### src/hw/rtl/wss_pkg.sv
// Package for the wave string stencil step core.
// Holds sizes, operation codes, word types and the cell control struct.
// No dependencies.
`default_nettype none

package wss_pkg;

    localparam int POINTS   = 64;
    localparam int IDX_W    = 6;
    localparam int DISP_W   = 24;
    localparam int K_W      = 16;
    localparam int OP_W     = 2;

    localparam logic [K_W-1:0] K_RESET = 16'd26542;

    localparam logic [OP_W-1:0] OP_WRITE = 2'd0;
    localparam logic [OP_W-1:0] OP_STEP  = 2'd1;
    localparam logic [OP_W-1:0] OP_READ  = 2'd2;

    typedef struct packed {
        logic [OP_W-1:0]          operation;
        logic [IDX_W-1:0]         point_index;
        logic signed [DISP_W-1:0] write_value;
    } in_word_t;

    typedef struct packed {
        logic [IDX_W-1:0]         read_index;
        logic signed [DISP_W-1:0] read_value;
    } out_word_t;

    typedef struct packed {
        logic step;
        logic load;
    } cell_ctrl_t;

endpackage

`default_nettype wire

### src/hw/rtl/wss_cell.sv
// One string point: current and previous displacement plus its leapfrog update.
// Depends on wss_pkg.
`default_nettype none

module wss_cell
    import wss_pkg::*;
(
    input  wire logic                     clk,
    input  wire logic                     rst_n,
    input  wire cell_ctrl_t               ctrl,
    input  wire logic                     end_point,
    input  wire logic [K_W-1:0]           k,
    input  wire logic signed [DISP_W-1:0] load_value,
    input  wire logic signed [DISP_W-1:0] left_cur,
    input  wire logic signed [DISP_W-1:0] right_cur,
    output logic signed [DISP_W-1:0]      cur
);

    localparam int LAP_W  = DISP_W + 3;
    localparam int PROD_W = LAP_W + K_W + 1;
    localparam int TERM_W = PROD_W - 15;
    localparam int SUM_W  = TERM_W + 2;

    localparam logic signed [SUM_W-1:0] SAT_MAX = SUM_W'(8388607);
    localparam logic signed [SUM_W-1:0] SAT_MIN = -SUM_W'(8388608);

    logic signed [DISP_W-1:0] cur_reg, cur_next;
    logic signed [DISP_W-1:0] prev_reg, prev_next;

    logic signed [LAP_W-1:0]  lap;
    logic signed [PROD_W-1:0] prod;
    logic signed [TERM_W-1:0] term;
    logic signed [SUM_W-1:0]  sum;
    logic signed [DISP_W-1:0] upd;

    always_comb
    begin
        lap  = LAP_W'(right_cur) + LAP_W'(left_cur) - (LAP_W'(cur_reg) <<< 1);
        prod = PROD_W'(lap) * $signed({1'b0, k}) + PROD_W'(16384);
        // arithmetic shift floors toward minus infinity
        term = TERM_W'(prod >>> 15);
        sum  = (SUM_W'(cur_reg) <<< 1) - SUM_W'(prev_reg) + SUM_W'(term);
        if (sum > SAT_MAX)
            upd = DISP_W'(SAT_MAX);
        else if (sum < SAT_MIN)
            upd = DISP_W'(SAT_MIN);
        else
            upd = DISP_W'(sum);
    end

    always_comb
    begin
        cur_next  = cur_reg;
        prev_next = prev_reg;
        if (ctrl.step)
        begin
            prev_next = cur_reg;
            cur_next  = end_point ? '0 : upd;
        end
        else if (ctrl.load)
        begin
            cur_next  = load_value;
            prev_next = load_value;
        end
    end

    always_ff @(posedge clk or negedge rst_n)
    begin
        if (!rst_n)
        begin
            cur_reg  <= '0;
            prev_reg <= '0;
        end
        else
        begin
            cur_reg  <= cur_next;
            prev_reg <= prev_next;
        end
    end

    assign cur = cur_reg;

endmodule

`default_nettype wire
### config.mk
export PLATFORM = sky130hd
export DESIGN_NAME = wss_cell
export DESIGN_NICKNAME = d
export VERILOG_FILES = /design/src/hw/rtl/wss_pkg.sv /design/src/hw/rtl/wss_cell.sv
export SDC_FILE = /design/constraint.sdc
export NUM_CORES = 1
export LEC_CHECK = 0
export BUFFER_PORTS_ARGS = -buffer_cell sky130_fd_sc_hd__buf_4
export CAP_MARGIN = 20
export CELL_PAD_IN_SITES_DETAIL_PLACEMENT = 1
export CELL_PAD_IN_SITES_GLOBAL_PLACEMENT = 1
export CORE_ASPECT_RATIO = 1.4
export CORE_UTILIZATION = 50
export CTS_BUF_LIST = sky130_fd_sc_hd__clkbuf_8 sky130_fd_sc_hd__clkbuf_16
export CTS_CLUSTER_DIAMETER = 30
export DETAILED_ROUTE_END_ITERATION = 12
export GPL_ROUTABILITY_DRIVEN = 0
export PLACE_DENSITY_LB_ADDON = 0.1
export SYNTH_ARGS = -nofsm -noshare
export SYNTH_HDL_FRONTEND = slang
export SYNTH_SLANG_ARGS = --single-unit
export TNS_END_PERCENT = 5
### constraint.sdc
create_clock -name clk -period 12.44 [get_ports clk]
set_clock_uncertainty 0.05 [all_clocks]
set_input_delay 2.488 -clock clk [delete_from_list [all_inputs] [get_ports clk]]
set_output_delay 2.488 -clock clk [all_outputs]
set_load 0.03 [all_outputs]
==> results of run 1 <==
[logic make-up after synthesis]
group	Yosys count	share of synthesized area, %
buffers and inverters	761	12.9
AND/OR/NAND/NOR	680	15.8
AO/OA/AOI/OAI	330	10.3
flip-flops	48	5.32
XOR/XNOR	76	3.02
adder cells (fa/ha/maj)	640	50.6
multiplexers	44	1.97
[worst max path at each step]
stage / end / slack, ns
2_1_floorplan: cur[19]$_DFFE_PN0P_ / -0.39
3_3_place_gp: cur[22]$_DFFE_PN0P_ / -1.31
3_5_place_dp: cur[21]$_DFFE_PN0P_ / -1.67
4_1_cts: cur[1]$_DFFE_PN0P_ / -0.98
5_1_grt: cur[0]$_DFFE_PN0P_ / -1.77
6_report: cur[0]$_DFFE_PN0P_ / -1.45
[critical path, delay by kind of cell]
family,cells,cell delay [ns]
adders and majority gates,11,4.96
AOI/OAI and AO/OA,14,3.03
buffers and inverters,17,2.05
and+or+nand+nor,6,1.01
xor gates and xnor gates,2,0.50
[layout make-up]
class | instances | area [um2] | share of cell area [%]
Tap cell | 558 | 698 | 2.53
Clock buffer | 5 | 125 | 0.454
Inverter | 655 | 2460 | 8.92
Timing Repair Buffer | 497 | 3870 | 14.1
Sequential cell | 48 | 1200 | 4.36
Clock inverter | 3 | 46.3 | 0.168
Multi-Input combinational cell | 1770 | 19200 | 69.5
[timing repair]
action | 4_1_cts | 5_1_grt
setup buffers | 16 | 1
hold buffers | 0 | 0
gates resized for setup | 63 | 35
pin swaps | 64 | 17
setup endpoints to repair | 24 | 24
hold endpoints to repair | 0 | 0
[per-layer routing]
metal	routed length (um)	share of wire [%]	GRT usage (%)	vias up
met2	44000	56	68.7	601
met4	5360	6.8	20.2	0
met1	26800	34	34.9	10300
met3	2350	3.0	2.55	288
met5	0	0	0	-
li1	-	-	-	8669
[per-stage QoR]
stage / area [um2] / utilization, %
2_1_floorplan: 22800 / -
3_3_place_gp: 26700 / 60.3
3_5_place_dp: 26700 / 60.3
4_1_cts: 27400 / 61.8
5_1_grt: 27600 / 62.2
6_report: 27600 / 62.2
[cell usage in the layout, fill, tap and decap left out, types with 7 or more instances in the layout]
master | Yosys | final
o21a_1 | 14 | 14
nor2b_1 | 21 | 20
and3_1 | 19 | 17
o21ai_2 | 2 | 7
buf_12 | 0 | 9
o211ai_1 | 8 | 8
xor2_1 | 22 | 21
o21ai_1 | 9 | 7
nor3_1 | 21 | 19
nor2_1 | 41 | 40
a21oi_1 | 76 | 64
nor3b_1 | 12 | 8
fa_1 | 454 | 447
fa_2 | 0 | 7
o22ai_1 | 9 | 9
buf_4 | 1 | 480
a21o_1 | 24 | 23
or3_1 | 7 | 7
nand3_1 | 40 | 37
xnor2_1 | 52 | 50
a21oi_2 | 5 | 15
o22ai_2 | 10 | 10
o31a_1 | 16 | 16
ha_4 | 0 | 19
mux2i_1 | 40 | 39
o21ai_0 | 65 | 61
nand2b_1 | 32 | 32
ha_1 | 186 | 165
buf_6 | 6 | 8
o31ai_1 | 19 | 13
nand4_1 | 8 | 8
inv_1 | 655 | 650
dfrtp_1 | 48 | 48
nand2_1 | 237 | 237
and2_1 | 210 | 210
==> metrics.cfg, run 1 <==
[yosys]
yosys.area.top_type = fa_1
seq_area_frac_synth_pct = 5.32
synthFlopType = dfrtp_1
synth_top_area_share_pct = 40.3
syn_avg_cell_area_um2 = 8.75
synth_area_leaders = fa_1 40%, inv_1 11%, ha_1 10%
yosysMostFrequentCell = inv_1
synth_cell_type_count = 86
syn_area_mm2 = 0.0226
synth_top_cells_by_count = 655 x inv_1, 454 x fa_1, 237 x nand2_1
syn_inst = 2579
ys_async_sr_fraction_pct = 100
synth-seq-cells = 48
syn_nets = 3312
synth_edf_count = 0
ys_warn_count = 0

[hold_path]
hold_path_end = prev_reg[19]$_DFFE_PN0P_
min-delay-start = cur[19]$_DFFE_PN0P_
holdPathStages = 2
hold_path.class = flip-flop to flip-flop

[timing]
finalHoldViolations = 0
fin_tns_setup_ns = -32.07
fmax_mhz = 72.0
tightest_slew_ns = 1.04
setup_violations = 24
slew_viol_final = 0
min_period_ns = 13.89
fin_crit_sh_pct = 112
holdWs_ns = 0.525
rsz0062_at_grt = true
relSlewSlack_pct = 30.5
fin_ws_ns = -1.45

[place]
dp_cells = 3511
dpl_worst_slack_ns = -1.67
port_buffers = 116
dp_hpwl_um = 64000

[job]
cap_violations = 0

[final_layout]
area_delta_synth_final_pct = 22.1
fill_cells = 5214
final_nets = 3710
stdcell_count = 3536
diodes = 0
drive_gt1_share_pct = 22.1

[worst_setup_path]
required_ns = 12.58
reg2reg_slack_ns = 0.42
end_kind = flip-flop
rr_endpoint = cur[0]$_DFFE_PN0P_
crit_slowest_cell = fa_1
crit_type = input port to flip-flop
worst-path-max-fanout = 6
rr_worst_depth = 48
start_kind = input port
critPathArrivalTime_ns = 14.03
slowest_delay_ns = 0.59
r2r-start = cur[9]$_DFFE_PN0P_
crit_top_cell = buf_4
startpoint = left_cur[10]

[route]
vias_per_cell = 5.63
drc = 0
routedWlPerCell_um = 22.2
initialDrtViolationCount = 862
dr.pass1.iters = 7
postRouteAntennaNets = 0
vias = 19900
wl_um = 78500

[die]
io_pins = 117
fp.dieH_um = 253
num_rows = 91
die_area_mm2 = 0.0460
core_area_mm2 = 0.0443
initial_core_util_pct = 50.9
die_x_um = 182

[cts]
numCtsBuffers = 5
cts_sinks = 48
insertion_delay_ns = 0.31
cts_tree = done
ctsLongestPathBuffers = 2
path_clk_slew_ns = 0.08
cts_root_buffer = clkbuf_16
htreeDepth = 2

[global_route]
grt.overflow.total = 0
antenna_found_initial = 0
grt_max_degree = 70
grt_pass1_wl_um = 123000
grt_pass1_vias = 23800
grt_usage_pct = 34.6

[run_status]
violations = setup timing
status = finished with violations

Power of run 1 is not shown: default switching activity piles up to over one toggle a cycle in this logic, so the estimate is an artifact.
==> inputs of run 2 (changes only) <==
- ABC_AREA: not set -> 1
- CORE_UTILIZATION: 50 -> 49
==> metrics.cfg, run 2 <==
[worst_setup_path]
r2r-start = cur[2]$_DFFE_PN0P_
required_ns = 12.63
startpoint = left_cur[4]
start_kind = input port
slowest_delay_ns = 0.54
rr_worst_depth = 56
worst-path-max-fanout = 7
crit_top_cell = nand2_1
crit_type = input port to flip-flop
critPathArrivalTime_ns = 13.12
rr_endpoint = cur[15]$_DFFE_PN0P_
reg2reg_slack_ns = 1.30
crit_slowest_cell = fa_1
end_kind = flip-flop
critPathCapture = cur[15]$_DFFE_PN0P_

[global_route]
grt_pass1_wl_um = 132000
grt.overflow.total = 0
grt_max_degree = 49
antenna_found_initial = 0
grt_pass1_vias = 24800
grt_usage_pct = 37.1

[yosys]
yosysMostFrequentCell = inv_1
seq_area_frac_synth_pct = 5.36
synth_top_area_share_pct = 40.6
synth-seq-cells = 48
synth_top_cells_by_count = 788 x inv_1, 478 x nand2_1, 454 x fa_1
syn_avg_cell_area_um2 = 7.69
yosys.area.top_type = fa_1
synth_edf_count = 0
synth_cell_type_count = 54
ys_async_sr_fraction_pct = 100
syn_area_mm2 = 0.0224
syn_nets = 3646
ys_warn_count = 0
syn_inst = 2913
synthFlopType = dfrtp_1
synth_area_leaders = fa_1 41%, inv_1 13%, ha_1 10%

[route]
wl_um = 93400
dr.pass1.iters = 5
postRouteAntennaNets = 0
vias_per_cell = 5.58
initialDrtViolationCount = 1278
vias = 22000
routedWlPerCell_um = 23.7
drc = 0

[timing]
fin_crit_sh_pct = 104
rsz0062_at_grt = true
relSlewSlack_pct = 25.5
fmax_mhz = 77.3
slew_viol_final = 0
fin_ws_ns = -0.496
finalHoldViolations = 0
setup_violations = 24
tightest_slew_ns = 1.12
min_period_ns = 12.94

[die]
die_area_mm2 = 0.0466
die_x_um = 183
io_pins = 117
core_area_mm2 = 0.0451
num_rows = 92
fp.dieH_um = 255
initial_core_util_pct = 49.7

[final_layout]
final_nets = 4056
area_delta_synth_final_pct = 24.1
final_common_cell = inv_1
drive_gt1_share_pct = 22.6
final_cell_mix = 782 x inv_1, 453 x nand2_1, 450 x buf_4
diodes = 0

[cts]
numCtsBuffers = 5
insertion_delay_ns = 0.31
cts_root_buffer = clkbuf_16
postCtsHoldBufs = 0
ctsLongestPathBuffers = 2
cts_tree = done
cts_sinks = 48
path_clk_slew_ns = 0.07
htreeDepth = 2

[job]
cap_violations = 0

[run_status]
status = finished with violations
violations = setup timing

[place]
dpl_worst_slack_ns = -0.760
port_buffers = 116
dp_hpwl_um = 72000

[hold_path]
hold_path.class = flip-flop to flip-flop

==> run 2: how the worst min path moves through the flow <==
stage / startpoint / to / cells past startpoint
finish: prev_reg[20]$_DFFE_PN0P_ / prev_reg[20]$_DFFE_PN0P_ / 2
global placement: prev_reg[4]$_DFFE_PN0P_ / prev_reg[4]$_DFFE_PN0P_ / 2
CTS: prev_reg[20]$_DFFE_PN0P_ / prev_reg[20]$_DFFE_PN0P_ / 2
detailed placement: prev_reg[20]$_DFFE_PN0P_ / prev_reg[20]$_DFFE_PN0P_ / 2
floorplan: prev_reg[20]$_DFFE_PN0P_ / prev_reg[20]$_DFFE_PN0P_ / 2
global route: prev_reg[20]$_DFFE_PN0P_ / prev_reg[20]$_DFFE_PN0P_ / 2
==> run 2: logic make-up after synthesis <==
kind of cell | after synthesis | synth area share [%]
DFF | 48 | 5.36
buffers and inverters | 877 | 14.9
adders and majority gates | 640 | 50.9
xor gates and xnor gates | 83 | 3.45
AOI/OAI and AO/OA | 252 | 6.72
and+or+nand+nor | 1013 | 18.6
==> run 2: worst max-delay path: cells and delay by family <==
kind                       cells  cell delay, ns
AOI/OAI and AO/OA              8            1.37
adders and majority gates     11            5.11
buffers and inverters         13            1.52
and+or+nand+nor               18            2.12
xor gates and xnor gates       2            0.49
==> run 2: repair_timing <==
| action | CTS | global route |
|---|---|---|
| buffers inserted | 4 | 18 |
| endpoints found under the setup margin | 24 | 24 |
| pin swaps | 15 | 78 |
| resized for setup | 79 | 150 |
| cloned | 1 | 1 |
==> run 2: per-stage QoR <==
stage | area [um2] | instances | hold slack, ns | setup TNS [ns] | util [%]
after floorplan | 22400 | 2913 | 0.454 | 0 | -
after detailed placement | 26300 | 3903 | 0.504 | -17.65 | 58.3
after CTS | 26900 | 3916 | 0.519 | 0 | 59.7
after global routing | 27800 | 3935 | 0.543 | -17.76 | 61.6
after global placement | 26300 | 3903 | 0.484 | -7.89 | 58.3
final | 27800 | 3935 | 0.513 | -10.15 | 61.6
==> run 2: layout make-up <==
cell class / instances / area, um2
Timing Repair Buffer: 469 / 3710
Fill cell: 5615 / 17300
Sequential cell: 48 / 1200
Clock buffer: 5 / 125
Tap cell: 611 / 764
Inverter: 811 / 3060
Multi-Input combinational cell: 1988 / 18900
Clock inverter: 3 / 46.3
==> run 2: routing by layer <==
| metal | share of wire (%) | track usage, % |
|---|---|---|
| met5 | 0 | 0 |
| met4 | 8.1 | 21.5 |
| met3 | 5.4 | 3.59 |
| met2 | 53 | 70.8 |
| met1 | 34 | 39.7 |
Power of run 2 is left out for the same reason.
